==> src/hw/rtl/aojq_pkg.sv <==
// ----------------------------------------------------------------------------
// aojq_pkg: shared types and codes for the arrival-ordered job queue
// Beat layouts for both channels, the entry layout, action and status codes,
// and the command bundle that the top level broadcasts to every cell.
// ----------------------------------------------------------------------------
package aojq_pkg;

  // Field widths fixed by the beat layouts.
  localparam int TIME_W  = 16;
  localparam int PRIO_W  = 4;
  localparam int POS_W   = 6;
  localparam int COUNT_W = 7;
  // The removal target is position plus one, so it needs one more bit.
  localparam int TGT_W   = POS_W + 1;

  // Action codes.
  localparam logic [2:0] ACT_INSERT = 3'd0;
  localparam logic [2:0] ACT_APPEND = 3'd1;
  localparam logic [2:0] ACT_POP    = 3'd2;
  localparam logic [2:0] ACT_REMOVE = 3'd3;
  localparam logic [2:0] ACT_CLEAR  = 3'd4;

  // Status codes.
  localparam logic [1:0] ST_DONE = 2'd0;
  localparam logic [1:0] ST_FULL = 2'd1;
  localparam logic [1:0] ST_NONE = 2'd2;

  // One stored job.
  typedef struct packed {
    logic [TIME_W-1:0] arrival;
    logic [TIME_W-1:0] service;
    logic [PRIO_W-1:0] prio;
  } entry_t;

  // Input beat.
  typedef struct packed {
    logic [2:0]        action;
    logic [TIME_W-1:0] arrival_time;
    logic [TIME_W-1:0] service_time;
    logic [PRIO_W-1:0] job_priority;
    logic [POS_W-1:0]  position;
  } in_beat_t;

  // Result beat.
  typedef struct packed {
    logic              head_valid;
    logic [TIME_W-1:0] head_arrival;
    logic [TIME_W-1:0] head_service;
    logic [PRIO_W-1:0] head_priority;
    logic [COUNT_W-1:0] entry_count;
    logic [1:0]        status;
  } out_beat_t;

  // Command broadcast to every cell. At most one flag is set, only for an accepted
  // command, and insert, append, pop and remove only when they change the queue.
  typedef struct packed {
    logic             ins;
    logic             app;
    logic             pop;
    logic             rem;
    logic             clr;
    entry_t           entry;
    logic [TGT_W-1:0] target;
  } cell_cmd_t;

endpackage

==> src/hw/rtl/aojq_cell.sv <==
// ----------------------------------------------------------------------------
// aojq_cell: one slot of the job queue chain
// Holds one entry and its occupied flag. Depending on the broadcast command
// it keeps its entry, loads the new job, or takes the entry of its left or
// right neighbor, so the whole chain shifts at once.
// ----------------------------------------------------------------------------
module aojq_cell #(
  parameter int IDX = 0
) (
  input  logic               clk,
  input  logic               rst_n,
  input  aojq_pkg::cell_cmd_t cmd,
  input  logic               left_v,
  input  aojq_pkg::entry_t   left_e,
  input  logic               right_v,
  input  aojq_pkg::entry_t   right_e,
  input  logic               found_in,
  output logic               found_out,
  output logic               v_o,
  output aojq_pkg::entry_t   e_o,
  output aojq_pkg::entry_t   e_nxt_o
);

  logic             v_r;
  logic             v_nxt;
  aojq_pkg::entry_t e_r;
  aojq_pkg::entry_t e_nxt;
  logic             later;
  logic             at_or_above;

  // Insert point: first slot that is empty or holds a later arrival.
  assign later     = !v_r || (e_r.arrival > cmd.entry.arrival);
  assign found_out = found_in || later;

  // Slots at or beyond the removal target close the gap.
  assign at_or_above = IDX >= int'(cmd.target);

  // Next slot contents for each operation.
  always_comb begin
    v_nxt = v_r;
    e_nxt = e_r;
    if (cmd.clr) begin
      v_nxt = 1'b0;
    end else if (cmd.ins) begin
      if (found_in) begin
        v_nxt = left_v;
        e_nxt = left_e;
      end else if (later) begin
        v_nxt = 1'b1;
        e_nxt = cmd.entry;
      end
    end else if (cmd.app) begin
      if (!v_r && left_v) begin
        v_nxt = 1'b1;
        e_nxt = cmd.entry;
      end
    end else if (cmd.pop || (cmd.rem && at_or_above)) begin
      v_nxt = right_v;
      e_nxt = right_e;
    end
  end

  // Occupied flag is control state and is cleared by reset.
  always_ff @(posedge clk) begin
    if (!rst_n) begin
      v_r <= 1'b0;
    end else begin
      v_r <= v_nxt;
    end
  end

  // Entry payload needs no reset.
  always_ff @(posedge clk) begin
    e_r <= e_nxt;
  end

  assign v_o     = v_r;
  assign e_o     = e_r;
  assign e_nxt_o = e_nxt;

endmodule

==> config.mk <==
export PLATFORM = sky130hd
export DESIGN_NAME = aojq_cell
export DESIGN_NICKNAME = d
export VERILOG_FILES = /design/src/hw/rtl/aojq_pkg.sv /design/src/hw/rtl/aojq_cell.sv
export SDC_FILE = /design/constraint.sdc
export NUM_CORES = 1
export LEC_CHECK = 0
export BUFFER_PORTS_ARGS = -buffer_cell sky130_fd_sc_hd__clkbuf_2
export CAP_MARGIN = 10
export CORE_ASPECT_RATIO = 0.5
export CORE_MARGIN = 2
export CORE_UTILIZATION = 45
export CTS_CLUSTER_DIAMETER = 30
export DETAILED_ROUTE_END_ITERATION = 10
export MAX_ROUTING_LAYER = met4
export PLACE_DENSITY = 0.93
export RECOVER_POWER = 25
export SLEW_MARGIN = 0
export SYNTH_ARGS = -nofsm -noshare
export SYNTH_HDL_FRONTEND = slang
export SYNTH_SLANG_ARGS = --single-unit
==> constraint.sdc <==
create_clock -name clk -period 8.3 [get_ports clk]
set_clock_uncertainty 0.1 [all_clocks]
set_input_delay 1.66 -clock clk [delete_from_list [all_inputs] [get_ports clk]]
set_output_delay 1.66 -clock clk [all_outputs]
set_load 0.005 [all_outputs]
After elaboration in Yosys (flattened, before gate mapping)
Cells that the tools add are included.
{ "totals": {"output_inout_bits": 74, "word_cells": 31, "ff_bits": 37} }
{ "classes": {"order_cmp": 2, "eq_ne": 2, "n_bitwise": 1, "muxes": 13, "n_reduce_logical": 9} }
{ "ops": {"columns": ["operator", "count"], "rows": [
  ["36-bit two-way mux", 7],
  ["16-bit greater-than comparator", 1],
  ["1-bit by 7-bit >= comparator with 1-bit output, first input constant", 1],
  ["1-bit two-way mux", 6],
  ["3-bit by 1-bit inequality test with 1-bit output, second input constant", 2],
  ["1-bit logical OR", 3],
  ["3-bit AND reduction", 1],
  ["3-bit nonzero test", 1],
  ["1-bit logical AND", 2],
  ["2-bit OR reduction", 1],
  ["1-bit logical NOT", 1],
  ["1-bit inverter", 1]
]} }

Logic depth before layout (Yosys ltp)
{ "depth": {"word_depth": 7, "ltp_mapped": 10} }

Worst setup path before layout
No wires, ideal clock.
{ "synth_timing": {"kind": "input-to-output", "start": "in cmd[28] (netlist bit)", "end": "out e_nxt_o[32] (netlist bit)", "path_stages": 10, "required_time_ps": 6540, "slack_ps": 3162, "n_path_buf": 2, "arrival_time_ps": 3378, "path_cell_list": "inv_1 -> ha_1 -> nor2b_4 -> o211a_1 -> o21a_1 -> o31a_1 -> buf_6 -> buf_8 -> o221a_4 -> o21ai_2"} }
{ "synth_rtl": {"columns": ["element", "line", "rtl"], "rows": [
  ["start, declared", "aojq_cell.sv:12", "input aojq_pkg::cell_cmd_t cmd,"],
  ["end, declared", "aojq_cell.sv:21", "output aojq_pkg::entry_t e_nxt_o"]
]} }

==> impl_metrics.json <==
{
  "p_clk_share_pct": 24.5,
  "synth_flop_cell": "dfxtp_1",
  "cp.required_ps": 6540,
  "yosysWarnings": 0,
  "n_fill_cell": 661,
  "comb_power_share_pct": 44.0,
  "n_antenna_cell": 0,
  "wl_met3_um": 1360,
  "crit_fanout": 22,
  "grt_max_degree": 48,
  "via_per_inst": 6.54,
  "multi_input_area_um2": 2530,
  "tns_ps": 0,
  "critical_path.startpoint_type": "input port",
  "cts_sinks": 37,
  "htree_levels": 2,
  "cts_resized": 0,
  "die_h_um": 66.9,
  "synthesis.area_um2": 3560,
  "start_util_pct": 47.5,
  "avgSynthCellArea_um2": 7.90,
  "maxCapViolations": 0,
  "drc": 0,
  "wl_per_cell_um": 18.6,
  "maxSlewViolCount": 0,
  "total_leakage_power_nw": 2.15,
  "ys_ff_latch": 37,
  "seq_area_frac_synth_pct": 20.8,
  "die_area_um2": 8680,
  "fin_crit_ps": 6300,
  "portBuffers": 198,
  "clockBufferDepth": 2,
  "status": "complete, no violations",
  "yosys.area.top_type": "dfxtp_1",
  "cts_root_buf": "clkbuf_16",
  "nNetsFinal": 763,
  "via_count": 4784,
  "final-seq-area_um2": 741,
  "setup.worst_path.class": "in -> out",
  "max_slew_margin_pct": 14.2,
  "clk_pin_slew_ps": 70,
  "synthArstFlopShare_pct": 0,
  "synth_edf_count": 0,
  "finalWirelength_um": 13600,
  "die_w_um": 130,
  "cts_tree": "yes",
  "clk_latency_ps": 290,
  "gp_congestion": 0.931,
  "cts_setup_buffers": 0,
  "syn_inst": 450,
  "grt_pass1_wl_um": 20200,
  "core_area_um2": 7490,
  "pwr_density_cell_nw_per_um2": 178,
  "first_pass_iters": 6,
  "rsz0062_at_grt": "no",
  "cts_made_buffers": 5,
  "worst_pin_slew_ps": 1280,
  "gr-total-overflow": 0,
  "drt_iter0_markers": 588,
  "gr-usage-all-layers_pct": 30.4,
  "hold_violations": 0,
  "drt-met1-wl_um": 5460,
  "drive_gt1_share_pct": 37.1,
  "ys_types": 53,
  "synth_nets": 591,
  "top_layer_used": "met4",
  "postRouteAntennaNets": 0,
  "max_freq_mhz": 159,
  "antenna_found_initial": 0,
  "min_path_type": "reg -> reg",
  "post-route-period-util_pct": 75.9,
  "pre_cts_slack_ps": 2140,
  "synth_top_cell_area_share_pct": 20.8,
  "grt_pass1_vias": 4257,
  "rows": 22,
  "p_sw_share_pct": 40.6,
  "p_int_uw": 492,
  "seq_power_share_pct": 31.5,
  "syn_to_final_growth_pct": 31.1,
  "critPathArrivalTime_ps": 4540,
  "setup_ws_ps": 2000,
  "switching_power_uw": 337,
  "endpoint_kind": "primary output",
  "ir_worst_vdd_mv": 0.0957,
  "postCtsHoldBufs": 0,
  "finalSetupViolCount": 0,
  "routed-wl-met2_um": 6270,
  "synth_area_leaders": "dfxtp_1, a21oi_1, o21ai_0, ha_1, a22o_1",
  "io_pins": 199,
  "dpl.hpwl_um": 9690
}
## power by group through the flow
stage / Combinational, mW / Clock (mW) / Sequential [mW]
2_1_floorplan: 0.213 / 0 / 0.259
3_3_place_gp: 0.349 / 0 / 0.261
3_5_place_dp: 0.359 / 0 / 0.263
4_1_cts: 0.362 / 0.203 / 0.260
5_1_grt: 0.395 / 0.211 / 0.266
6_report: 0.365 / 0.203 / 0.261
## worst paths after layout
| kind | startpoint | endpoint | slack [ps] | cells past startpoint |
|---|---|---|---|---|
| worst min-delay path | e_o[4] | e_o[4] | 410 | 2 |
| worst max-delay path | cmd[37] | e_nxt_o[28] | 2000 | 10 |
| worst min register to register | e_o[4] | e_o[4] | 410 | 2 |
| worst max register to register | e_o[31] | e_o[28] | 5160 | 7 |
## sequential cells by signal, summed over array words and instances, names as in the netlist
signal / count
v_o: 1
e_o: 36
## stage by stage
stage / hold WS (ps) / instances / power [mW] / utilization (%) / instance area [um2]
floorplan: 411 / 450 / 0.472 / - / 3560
global placement: 404 / 723 / 0.610 / 60.4 / 4530
detailed placement: 405 / 723 / 0.622 / 60.4 / 4530
CTS: 414 / 731 / 0.825 / 62.5 / 4680
global route: 432 / 731 / 0.873 / 62.3 / 4660
finish: 414 / 731 / 0.829 / 62.3 / 4660
## area by class of cell
cell class	instances	share of cell area, %
Multi-Input combinational cell	353	54.4
Timing Repair Buffer	204	21.9
Sequential cell	37	15.9
Clock buffer	6	2.98
Tap cell	108	2.90
Inverter	21	1.69
Clock inverter	2	0.295
## logic make-up after synthesis
group | share of synthesized area [%]
and+or+nand+nor | 12.7
AOI/OAI and AO/OA | 52.1
muxes | 0.563
DFF | 20.8
buffers and inverters | 8.23
adders and majority gates | 5.63
## cell usage after synthesis (all sizes together), types with 2 or more instances
| cell type | number |
|---|---|
| o221ai | 22 |
| a221oi | 15 |
| clkbuf | 24 |
| nor4 | 2 |
| a211oi | 21 |
| o21ai | 56 |
| nor2 | 18 |
| a311oi | 8 |
| dfxtp | 37 |
| a31oi | 16 |
| and3 | 6 |
| buf | 15 |
| nand4 | 5 |
| o221a | 7 |
| a22o | 22 |
| o21a | 9 |
| ha | 16 |
| inv | 20 |
| nand2 | 19 |
| nand2b | 6 |
| a21o | 9 |
| a221o | 8 |
| mux2i | 2 |
| and2 | 16 |
| a21oi | 54 |
| nor3 | 3 |
| nor2b | 2 |
## critical path, stage by stage
cell and delay (ps):
clkbuf_2 130, inv_1 50, ha_1 290, nand4_1 210, nor3_1 400, o31a_1 610, buf_4 410, a311oi_2 150
a211oi_1 410, clkbuf_2 200
## layer usage
metal,global-route usage (%),up-vias
met2,48.6,352
met5,-,-
met1,37.0,2221
li1,-,2139
met3,6.59,72
met4,14.4,0
## cells in the final DEF, fill, tap and decap left out, types with 9 or more instances in the layout
master    instances
clkbuf_2        186
a21oi_1          54
o21ai_0          40
dfxtp_1          37
o221ai_1         22
a22o_1           22
inv_1            19
nand2_1          19
a211oi_1         18
nor2_1           17
ha_1             16
a31oi_1          15
and2_1           15
a221oi_1         15
o21ai_1          13
clkbuf_1         12
a21o_1            9
o21a_1            9
No activity file was read; power rests on OpenSTA's default activity.
